<file path="src/wpm_pkg.sv">
// ----------------------------------------------------------------------------
// wpm_pkg
// Shared types, constants and the star-closure function of the wildcard
// pattern matcher.
// ----------------------------------------------------------------------------
`default_nettype none

package wpm_pkg;

  localparam int MAX_PATTERN = 16;
  localparam int CHAR_W      = 8;
  localparam int LEN_W       = $clog2(MAX_PATTERN + 1);
  localparam int POS_W       = MAX_PATTERN + 1;
  localparam int ADDR_W      = 5;
  localparam int DATA_W      = 64;

  localparam logic [CHAR_W-1:0] STAR_CHAR = 8'h2A;
  localparam logic [CHAR_W-1:0] ANY_CHAR  = 8'h3F;
  localparam logic [CHAR_W-1:0] DOT_CHAR  = 8'h2E;

  localparam logic [1:0] REG_CHARS_LOW  = 2'd0;
  localparam logic [1:0] REG_CHARS_HIGH = 2'd1;
  localparam logic [1:0] REG_LENGTH     = 2'd2;

  typedef logic [MAX_PATTERN-1:0][CHAR_W-1:0] pattern_chars_t;
  typedef logic [POS_W-1:0]                   pos_vec_t;

  typedef struct packed {
    pattern_chars_t chars;
    logic [LEN_W-1:0] len;
  } pattern_t;

  // Keep positions 0..len, then let every active star reach the next position.
  function automatic pos_vec_t close_over_stars(
    input pos_vec_t                 set_in,
    input logic [MAX_PATTERN-1:0]   star,
    input logic [LEN_W-1:0]         len
  );
    pos_vec_t kept;
    pos_vec_t res;
    logic     term;
    for (int j = 0; j < POS_W; j++) begin
      kept[j] = (LEN_W'(j) <= len) ? set_in[j] : 1'b0;
    end
    for (int j = 0; j < POS_W; j++) begin
      res[j] = 1'b0;
      for (int q = 0; q <= j; q++) begin
        term = kept[q];
        for (int k = 0; k < MAX_PATTERN; k++) begin
          if (k >= q && k < j) begin
            term = term & star[k];
          end
        end
        res[j] = res[j] | term;
      end
    end
    return res;
  endfunction

endpackage

`default_nettype wire

</file>
<file path="src/wpm_cfg.sv">
// ----------------------------------------------------------------------------
// wpm_cfg
// APB register file holding the pattern characters and the pattern length.
// ----------------------------------------------------------------------------
`default_nettype none

module wpm_cfg import wpm_pkg::*; (
  input  wire logic              clk,
  input  wire logic              rst_n,
  input  wire logic              psel,
  input  wire logic              penable,
  input  wire logic              pwrite,
  input  wire logic [ADDR_W-1:0] paddr,
  input  wire logic [DATA_W-1:0] pwdata,
  output logic      [DATA_W-1:0] prdata,
  output logic                   pready,
  output pattern_t               pattern
);

  logic [DATA_W-1:0] chars_low_r,  chars_low_nxt;
  logic [DATA_W-1:0] chars_high_r, chars_high_nxt;
  logic [LEN_W-1:0]  length_r,     length_nxt;
  logic              wr_en;
  logic [1:0]        reg_idx;

  assign pready  = 1'b1;
  assign wr_en   = psel & penable & pwrite;
  assign reg_idx = paddr[ADDR_W-1:3];

  always_comb begin
    chars_low_nxt  = chars_low_r;
    chars_high_nxt = chars_high_r;
    length_nxt     = length_r;
    if (wr_en) begin
      unique case (reg_idx)
        REG_CHARS_LOW:  chars_low_nxt  = pwdata;
        REG_CHARS_HIGH: chars_high_nxt = pwdata;
        REG_LENGTH:     length_nxt     = pwdata[LEN_W-1:0];
        default: ;
      endcase
    end
  end

  always_ff @(posedge clk) begin
    if (!rst_n) begin
      chars_low_r  <= '0;
      chars_high_r <= '0;
      length_r     <= '0;
    end else begin
      chars_low_r  <= chars_low_nxt;
      chars_high_r <= chars_high_nxt;
      length_r     <= length_nxt;
    end
  end

  always_comb begin
    unique case (reg_idx)
      REG_CHARS_LOW:  prdata = chars_low_r;
      REG_CHARS_HIGH: prdata = chars_high_r;
      REG_LENGTH:     prdata = {{(DATA_W-LEN_W){1'b0}}, length_r};
      default:        prdata = '0;
    endcase
  end

  assign pattern.chars = {chars_high_r, chars_low_r};
  assign pattern.len   = length_r;

endmodule

`default_nettype wire

</file>
<file path="src/wpm_core.sv">
// ----------------------------------------------------------------------------
// wpm_core
// Active-position vector and its one-character update with star closure.
// ----------------------------------------------------------------------------
`default_nettype none

module wpm_core import wpm_pkg::*; (
  input  wire logic              clk,
  input  wire logic              rst_n,
  input  wire logic              step,
  input  wire logic [CHAR_W-1:0] text_char,
  input  wire logic              has_char,
  input  wire logic              last,
  input  wire pattern_t          pattern,
  output logic                   matched
);

  pos_vec_t               active_r, active_nxt;
  pos_vec_t               cur;
  pos_vec_t               adv;
  pos_vec_t               after;
  pos_vec_t               fin;
  logic [LEN_W-1:0]       len;
  logic [MAX_PATTERN-1:0] star;
  logic [MAX_PATTERN-1:0] hit;

  assign len = (pattern.len > LEN_W'(MAX_PATTERN)) ? LEN_W'(MAX_PATTERN) : pattern.len;

  always_comb begin
    for (int p = 0; p < MAX_PATTERN; p++) begin
      star[p] = (LEN_W'(p) < len) && (pattern.chars[p] == STAR_CHAR);
      hit[p]  = (pattern.chars[p] == text_char) ||
                ((pattern.chars[p] == ANY_CHAR) && (text_char != DOT_CHAR));
    end
  end

  assign cur = close_over_stars(active_r, star, len);

  always_comb begin
    adv = '0;
    for (int p = 0; p < MAX_PATTERN; p++) begin
      if ((LEN_W'(p) < len) && cur[p]) begin
        if (star[p]) begin
          adv[p] = 1'b1;
        end else if (hit[p]) begin
          adv[p+1] = 1'b1;
        end
      end
    end
  end

  assign after   = has_char ? adv : active_r;
  assign fin     = close_over_stars(after, star, len);
  assign matched = fin[len];

  always_comb begin
    active_nxt = active_r;
    if (step) begin
      active_nxt = last ? pos_vec_t'(1) : after;
    end
  end

  always_ff @(posedge clk) begin
    if (!rst_n) begin
      active_r <= pos_vec_t'(1);
    end else begin
      active_r <= active_nxt;
    end
  end

endmodule

`default_nettype wire

</file>
<file path="src/wildcard_pattern_matcher.sv">
// ----------------------------------------------------------------------------
// wildcard_pattern_matcher
// Glob matcher ('*' any run, '?' any character but '.') over a byte stream.
// ----------------------------------------------------------------------------
// Usage:
//   Program the pattern over APB (characters 0..7 at 0x00, 8..15 at 0x08,
//   length at 0x10) while no string is in flight. Send the string one byte
//   per transfer on the in_ channel; in_last marks its final transfer, and a
//   transfer with in_has_char low carries no byte (an empty string is one
//   such transfer with in_last high). The final transfer of each string
//   yields one out_ transfer with out_matched; other transfers yield none.
//   Throughput is one byte per cycle while in_stall is low. A final byte
//   passes through the input register, then its result is held in the
//   output register. The whole position vector updates combinationally
//   from the input register and feeds the output register.
//   While out_stall holds a result, bytes that give no result keep flowing;
//   the next final byte waits in the input register and in_stall rises.
//   Reset clears the pattern to empty, drops any byte or result in flight
//   and returns the matcher to the start position.
// ----------------------------------------------------------------------------
`default_nettype none

module wildcard_pattern_matcher import wpm_pkg::*; (
  input  wire logic              clk,
  input  wire logic              rst_n,
  input  wire logic              in_valid,
  output logic                   in_stall,
  input  wire logic [CHAR_W-1:0] in_text_char,
  input  wire logic              in_has_char,
  input  wire logic              in_last,
  output logic                   out_valid,
  input  wire logic              out_stall,
  output logic                   out_matched,
  input  wire logic              psel,
  input  wire logic              penable,
  input  wire logic              pwrite,
  input  wire logic [ADDR_W-1:0] paddr,
  input  wire logic [DATA_W-1:0] pwdata,
  output logic      [DATA_W-1:0] prdata,
  output logic                   pready
);

  pattern_t          pattern;
  logic              s1_valid_r, s1_valid_nxt;
  logic [CHAR_W-1:0] s1_char_r;
  logic              s1_has_char_r;
  logic              s1_last_r;
  logic              out_valid_r, out_valid_nxt;
  logic              out_matched_r;
  logic              out_free;
  logic              s1_fire;
  logic              in_take;
  logic              core_matched;

  wpm_cfg u_cfg (
    .clk     (clk),
    .rst_n   (rst_n),
    .psel    (psel),
    .penable (penable),
    .pwrite  (pwrite),
    .paddr   (paddr),
    .pwdata  (pwdata),
    .prdata  (prdata),
    .pready  (pready),
    .pattern (pattern)
  );

  wpm_core u_core (
    .clk       (clk),
    .rst_n     (rst_n),
    .step      (s1_fire),
    .text_char (s1_char_r),
    .has_char  (s1_has_char_r),
    .last      (s1_last_r),
    .pattern   (pattern),
    .matched   (core_matched)
  );

  assign out_free = !out_valid_r || !out_stall;
  assign s1_fire  = s1_valid_r && (!s1_last_r || out_free);
  assign in_stall = s1_valid_r && !s1_fire;
  assign in_take  = in_valid && !in_stall;

  always_comb begin
    s1_valid_nxt = s1_valid_r;
    if (in_take) begin
      s1_valid_nxt = 1'b1;
    end else if (s1_fire) begin
      s1_valid_nxt = 1'b0;
    end
    out_valid_nxt = out_valid_r;
    if (s1_fire && s1_last_r) begin
      out_valid_nxt = 1'b1;
    end else if (out_valid_r && !out_stall) begin
      out_valid_nxt = 1'b0;
    end
  end

  always_ff @(posedge clk) begin
    if (!rst_n) begin
      s1_valid_r  <= 1'b0;
      out_valid_r <= 1'b0;
    end else begin
      s1_valid_r  <= s1_valid_nxt;
      out_valid_r <= out_valid_nxt;
    end
  end

  always_ff @(posedge clk) begin
    if (in_take) begin
      s1_char_r     <= in_text_char;
      s1_has_char_r <= in_has_char;
      s1_last_r     <= in_last;
    end
    if (s1_fire && s1_last_r) begin
      out_matched_r <= core_matched;
    end
  end

  assign out_valid   = out_valid_r;
  assign out_matched = out_matched_r;

  a_result_from_last : assert property (
    @(posedge clk) disable iff (!rst_n)
    $rose(out_valid_r) |-> $past(s1_valid_r && s1_last_r)
  ) else $error("result without a final byte");

  a_stall_cause : assert property (
    @(posedge clk) disable iff (!rst_n)
    in_stall |-> (s1_valid_r && s1_last_r && out_valid_r && out_stall)
  ) else $error("input stalled without a blocked result");

  a_held_result : assert property (
    @(posedge clk) disable iff (!rst_n)
    (out_valid_r && out_stall) |=> !$past(s1_fire && s1_last_r)
  ) else $error("result overwritten while stalled");

endmodule

`default_nettype wire

</file>
<file path="config.mk">
export PLATFORM = sky130hd
export DESIGN_NAME = wildcard_pattern_matcher
export DESIGN_NICKNAME = d
export VERILOG_FILES = /design/src/wpm_pkg.sv /design/src/wpm_cfg.sv /design/src/wpm_core.sv /design/src/wildcard_pattern_matcher.sv
export SDC_FILE = /design/constraint.sdc
export NUM_CORES = 1
export LEC_CHECK = 0
export ABC_AREA = 1
export BUFFER_PORTS_ARGS = -buffer_cell sky130_fd_sc_hd__buf_2
export CELL_PAD_IN_SITES_DETAIL_PLACEMENT = 1
export CELL_PAD_IN_SITES_GLOBAL_PLACEMENT = 1
export CORE_ASPECT_RATIO = 0.8
export CORE_MARGIN = 10
export CORE_UTILIZATION = 35
export DETAILED_ROUTE_END_ITERATION = 7
export MAX_ROUTING_LAYER = met4
export PLACE_DENSITY = 0.76
export SETUP_SLACK_MARGIN = 0.4
export SYNTH_ARGS = -nofsm -noshare
export SYNTH_HDL_FRONTEND = slang
export SYNTH_SLANG_ARGS = --single-unit
</file>
<file path="constraint.sdc">
create_clock -name clk -period 6.3 [get_ports clk]
set_input_delay 0.945 -clock clk [delete_from_list [all_inputs] [get_ports clk]]
set_output_delay 0.945 -clock clk [all_outputs]
set_load 0.01 [all_outputs]
</file>
Word-level counts from Yosys, hierarchy flattened
Index checks and enable logic that the tools add are counted.
{"block": "classes", "n_mux": 107, "reduce_logical": 82, "n_lt_le_gt_ge": 35, "eq_ne": 51, "bitwise_logic": 514}
{"cell": "1-bit AND", "count": 258}
{"cell": "8-bit by 6-bit == test with 1-bit output (second input constant)", "count": 32}
{"cell": "1-bit bitwise OR", "count": 256}
{"cell": "64-bit case mux with 3 select lines", "count": 1}
{"cell": "8-bit == test", "count": 16}
{"cell": "1-bit two-way mux", "count": 86}
{"cell": "1-bit logical AND", "count": 53}
{"cell": "4-bit by 5-bit <= comparator with 1-bit output (first input constant)", "count": 8}
{"cell": "4-bit by 5-bit < comparator with 1-bit output (first input constant)", "count": 8}
{"cell": "17-bit two-way mux", "count": 2}
{"cell": "2-bit two-way mux", "count": 16}
{"cell": "3-bit by 5-bit <= comparator with 1-bit output (first input constant)", "count": 4}
{"cell": "3-bit by 5-bit < comparator with 1-bit output (first input constant)", "count": 4}
{"cell": "1-bit logical OR", "count": 18}
{"cell": "1-bit by 5-bit <= comparator with 1-bit output (first input constant)", "count": 2}
{"cell": "2-bit by 5-bit <= comparator with 1-bit output (first input constant)", "count": 2}
{"cell": "1-bit by 5-bit < comparator with 1-bit output (first input constant)", "count": 2}
{"cell": "2-bit by 5-bit < comparator with 1-bit output (first input constant)", "count": 2}
{"cell": "8-bit by 6-bit != test with 1-bit output (second input constant)", "count": 1}
{"cell": "5-bit by 6-bit < comparator with 1-bit output (second input constant)", "count": 1}
{"cell": "2-bit AND reduction", "count": 3}
{"cell": "1-bit binary-select mux with 5-bit select", "count": 1}
{"cell": "5-bit > comparator (second input constant)", "count": 1}
{"cell": "5-bit <= comparator (first input constant)", "count": 1}
{"cell": "6 further kinds", "count": 11}
{"block": "totals", "elab_cells": 799, "ff_bits": 163}

Depth between registers and ports, before layout
{"block": "logic_depth", "ltp_word": 72, "depth_mapped": 34, "mapped_depth_nobuf": 34}

Cells and area by module
Synthesis repeated with hierarchy kept, for this count alone.
{"block": "unflattened", "cells_unflattened": 1855, "area_unflattened_um2": 11556.1}
{"mod": "wpm_cfg", "n_inst": 1, "seq_area_each_um2": 2662.6, "cells_per_inst": 894, "area_per_inst_um2": 6199.7}
{"mod": "wpm_core", "n_inst": 1, "seq_area_each_um2": 340.3, "cells_per_inst": 931, "area_per_inst_um2": 4916.0}
{"mod": "wildcard_pattern_matcher", "n_inst": 1, "seq_area_each_um2": 370.4, "cells_per_inst": 30, "area_per_inst_um2": 440.4}

Least setup slack after synthesis
No wires, ideal clock.
{"block": "synth_path", "path_type": "input to output", "start": "input port paddr[3]", "end": "output port prdata[38]", "path_slack_ns": 3.336, "cell_stages": 6, "arrival_time_ns": 2.019, "cell_sequence": "inv_1 nor2_1 inv_1 clkbuf_1 buf_1 o22ai_1"}
{"block": "synth_via", "elab_chain_len": 2, "word_cells_on_any_way": 4, "classes_between": "eq/ne: 2; mux: 1; reduce/logical: 1"}
{"element": "start: declaration", "line": "wildcard_pattern_matcher.sv:37", "source": "input wire logic [ADDR_W-1:0] paddr,"}
{"element": "2-bit == test, or another cell as far along", "line": "wpm_cfg.sv:57", "source": "unique case (reg_idx)"}
{"element": "64-bit case mux with 3 select lines (*)", "line": "wpm_cfg.sv:57"}
{"element": "end: declaration", "line": "wildcard_pattern_matcher.sv:39", "source": "output logic [DATA_W-1:0] prdata,"}
Mark *: on every way between the ends. The rest lies on a longest branch, timed or not.

Worst setup path after layout
{"block": "layout_path", "start": "register s1_char_r[6]", "end": "register out_matched_r (netlist: out_matched) (data pin)"}
{"block": "layout_via", "elab_chain_len": 43, "word_cells_on_any_way": 387, "classes_between": "eq/ne: 17; mux: 82; bitwise: 256; reduce/logical: 32"}
{"element": "start: declaration", "line": "wildcard_pattern_matcher.sv:45", "source": "logic [CHAR_W-1:0] s1_char_r;"}
{"element": "start signal: assignment", "line": "wildcard_pattern_matcher.sv:111", "source": "s1_char_r <= in_text_char;"}
{"element": "8-bit by 6-bit != test with 1-bit output", "line": "wpm_core.sv:33", "source": "((pattern.chars[p] == ANY_CHAR) && (text_char != DOT_CHAR));"}
{"element": "1-bit logical AND", "line": "wpm_core.sv:33"}
{"element": "1-bit logical OR", "line": "wpm_core.sv:32", "source": "hit[p] = (pattern.chars[p] == text_char) ||"}
{"element": "1-bit two-way mux", "line": "wpm_core.sv:45", "source": "end else if (hit[p]) begin"}
{"element": "1-bit two-way mux", "line": "wpm_core.sv:43", "source": "if (star[p]) begin"}
{"element": "2-bit two-way mux", "line": "wpm_core.sv:42", "source": "if ((LEN_W'(p) < len) && cur[p]) begin"}
{"element": "1-bit two-way mux", "line": "wpm_core.sv:43"}
{"element": "2-bit two-way mux", "line": "wpm_core.sv:42"}
{"element": "17-bit two-way mux (*)", "line": "wpm_core.sv:52", "source": "assign after = has_char ? adv : active_r;"}
{"element": "1-bit two-way mux", "line": "wpm_pkg.sv:43", "source": "kept[j] = (LEN_W'(j) <= len) ? set_in[j] : 1'b0;"}
{"element": "1-bit AND (15 in series)", "line": "wpm_pkg.sv:51", "source": "term = term & star[k];"}
{"element": "1-bit bitwise OR (16 in series)", "line": "wpm_pkg.sv:54", "source": "res[j] = res[j] | term;"}
{"element": "1-bit binary-select mux with 5-bit select (*)", "line": "wpm_core.sv:54", "source": "assign matched = fin[len];"}
{"element": "1-bit two-way mux (not written as such) (*)", "line": "wpm_core.sv:54"}
{"element": "net core_matched", "line": "wildcard_pattern_matcher.sv:53", "source": "logic core_matched;"}
{"element": "end signal: assignment", "line": "wildcard_pattern_matcher.sv:116", "source": "out_matched_r <= core_matched;"}
{"element": "end: declaration", "line": "wildcard_pattern_matcher.sv:49", "source": "logic out_matched_r;"}
The timed path passes the listed nets; every way through them passes the cells marked *. The select of a mux whose other input is x is not followed.
A chain may end at the register's enable or synchronous reset.

==> run_results.csv <==
group,metric,value,unit
run_status,status,"finished clean",
sta,worst_slew_pin_slew,1.17,ns
cells_and_area,syn_to_final_growth,15.7,%
logic_synthesis,synth_top_area_share,29.1,%
cells_and_area,layout_commonest_cell,"nand2_1",
clock_tree,cts_tree,"done",
sta,final.setup.tns,0,ns
logic_synthesis,synth_edf_count,11,
logic_synthesis,synth_cell_types,54,
global_route,grt_overflow_total,0,
die,start_util,35.6,%
logic_synthesis,synth_top_area_cell,"dfxtp_1",
clock_tree,postCtsHoldBufs,0,
clock_tree,ctsResizeCount,0,
worst_setup_path,cp.required,6.60,ns
logic_synthesis,syn_inst,1599,
hold_path,hold_start,"u_core.active_r[15]",
power,leakage,5.10,nW
drt,via_count,11900,
run,max_cap_viol_count,0,
placement,dpl-instance-area,11500,um^2
logic_synthesis,async_flop_share,0,%
drt,drt_wl_total,46300,um
logic_synthesis,synth-seq-cells,163,
die,die_y,175,um
placement,dpl.hpwl,33000,um
logic_synthesis,ys.flop_type,"dfxtp_1",
global_route,grtUsageTotal,25.4,%
sta,grt_setup_unrepaired,"no",
worst_setup_path,cp_common_cell,"nand2_1",
clock_tree,cts_max_path_buffers,2,
logic_synthesis,avgSynthCellArea,6.53,um^2
drt,dr.pass1.iters,5,
global_route,grt_pass1_vias,12100,
cells_and_area,fillCellCount,3857,
global_route,antenna_found_initial,0,
die,core-area,29400,um^2
worst_setup_path,cp_max_fo,17,
cells_and_area,mostFrequentLayoutCells,"nand2_1 (321), nor2_1 (163), inv_1 (161)",
placement,portBuffers,149,
global_route,grt_max_degree,85,
drt,wire_per_inst,22.1,um
worst_setup_path,path_class,"reg -> reg",
sta,finClkSkew,0.0139,ns
sta,clock.fmax,226,MHz
clock_tree,clkSinkCount,163,
sta,finalHoldViolations,0,
placement,gp_congestion,0.959,
sta,layout_min_cycle_time,4.42,ns
worst_setup_path,reg2reg_from,"s1_char_r[6]",
worst_setup_path,cpMaxStageDelayCell,"edfxtp_1",
cells_and_area,regArea,3370,um^2
worst_setup_path,cp_slowest_stage_delay,1.13,ns
sta,finalMaxSlewViolations,0,
die,io_pins,154,
drt,via_per_inst,5.66,
cells_and_area,drive_gt1_share,15.8,%
clock_tree,post_cts_buffers,0,
drt,drt-initial-drc-count,890,
logic_synthesis,synth_area_leaders,"dfxtp_1 (29%), nand2_1 (12%), o21ai_0 (7.3%)",
sta,fin_crit_sh,70.1,%
cells_and_area,final_cell_area,12100,um^2
clock_tree,clock_latency,0.46,ns
logic_synthesis,syn-num-nets,1685,
worst_setup_path,cp_data_arrival_time,4.71,ns
sta,finalSetupViolCount,0,
die,placementRows,56,
die,die_x,213,um
global_route,grt_pass1_wl,71400,um
worst_setup_path,cp-end-kind,"register",
power,pwr_density_cell,209,nW/um^2
sta,relSlewSlack,22.0,%
logic_synthesis,netlist_area,10400,um^2
logic_synthesis,seq_area_frac_synth,32.3,%
power,ir_drop,0.166,mV
clock_tree,htreeDepth,4,
clock_tree,numCtsBuffers,17,
cells_and_area,nets,1793,
hold_path,hp-class,"reg -> reg",
cells_and_area,insertedDiodeCount,0,
cells_and_area,multi_input_area,6030,um^2
clock_tree,path_clk_slew,0.07,ns
worst_setup_path,startpoint_type,"register",
worst_setup_path,crit_path_start,"s1_char_r[6]",
clock_tree,root_buffer,"clkbuf_16",
die,die_area,37200,um^2
logic_synthesis,synth_warnings,0,
drt,drc,0,
drt,ant_nets,0,
==> critical path: cells and delay by family, from the launching register on <==
kind                   cells  cell delay [ns]
AND/OR/NAND/NOR           25             2.43
flip-flops                 1             1.13
buffers and inverters      3             0.65
==> power breakdown <==
part / internal (W) / total (W) / switching [W] / leakage, nW
sequential: 0.00107 / 0.00110 / 0.0000371 / 1.34
clock: 0.000621 / 0.00111 / 0.000491 / 0.273
combinational: 0.0000978 / 0.000310 / 0.000212 / 3.48
total: 0.00179 / 0.00253 / 0.000740 / 5.10
==> per-stage QoR <==
step	hold slack (ns)	setup WS, ns	cells	total power, W	util, %
5_1_grt	0.501	1.48	2097	0.00261	41.2
2_1_floorplan	0.445	3.34	1599	0.00130	-
3_5_place_dp	0.459	2.03	2065	0.00143	39.1
6_report	0.474	1.88	2097	0.00253	41.2
4_1_cts	0.470	1.98	2097	0.00253	41.2
3_3_place_gp	0.452	2.04	2065	0.00142	39.1
==> state kept, by name, summed over array words and instances, names as in the netlist <==
signal / flops
u_cfg.chars_high_r: 64
s1_char_r: 8
out_valid: 1
s1_valid_r: 1
u_core.active_r: 17
out_matched: 1
u_cfg.length_r: 5
u_cfg.chars_low_r: 64
s1_has_char_r: 1
s1_last_r: 1
==> cells in the mapped netlist (13+ instances only) <==
| cell | instances |
|---|---|
| xor2_1 | 20 |
| a21oi_1 | 140 |
| nor4_1 | 17 |
| dfxtp_1 | 152 |
| nor2_1 | 164 |
| nor3_1 | 25 |
| inv_2 | 14 |
| buf_2 | 14 |
| xnor2_1 | 45 |
| nand2_1 | 321 |
| nand3_1 | 80 |
| nand2_2 | 13 |
| o22ai_1 | 45 |
| nand4_1 | 54 |
| inv_1 | 163 |
| o21ai_0 | 153 |
| clkbuf_1 | 62 |
==> routing by layer <==
metal	global-route usage [%]	wire (um)
met4	8.55	1310
met2	39.1	20900
met5	-	0
met1	33.0	21300
met3	4.46	2830
==> final timing paths <==
check / slack (ns) / end / cells after the start
setup / recovery: 1.88 / out_matched / 28
hold / removal: 0.47 / u_core.active_r[15] / 2
setup reg to reg: 1.88 / out_matched / 28
hold reg to reg: 0.47 / u_core.active_r[15] / 2
==> cells by family (layout without fill, tap and decap cells) <==
family | count (synthesis) | count (layout) | share of synthesized area (%)
and+or+nand+nor | 715 | 715 | 31.7
AOI/OAI and AO/OA | 388 | 388 | 20.6
buffers and inverters | 267 | 388 | 9.95
DFF | 163 | 163 | 32.3
xor gates and xnor gates | 65 | 65 | 5.45
other | 1 | 1 | 0.0359
==> cell type report <==
cell class	instances	area share, %
inverter	186	5.84
tap	377	3.90
multi-input combinational	1169	49.9
clock inverter	14	1.35
clock buffer	18	3.55
timing repair buffer	170	7.50
sequential	163	27.9
Power figures use the tool's default switching activity.
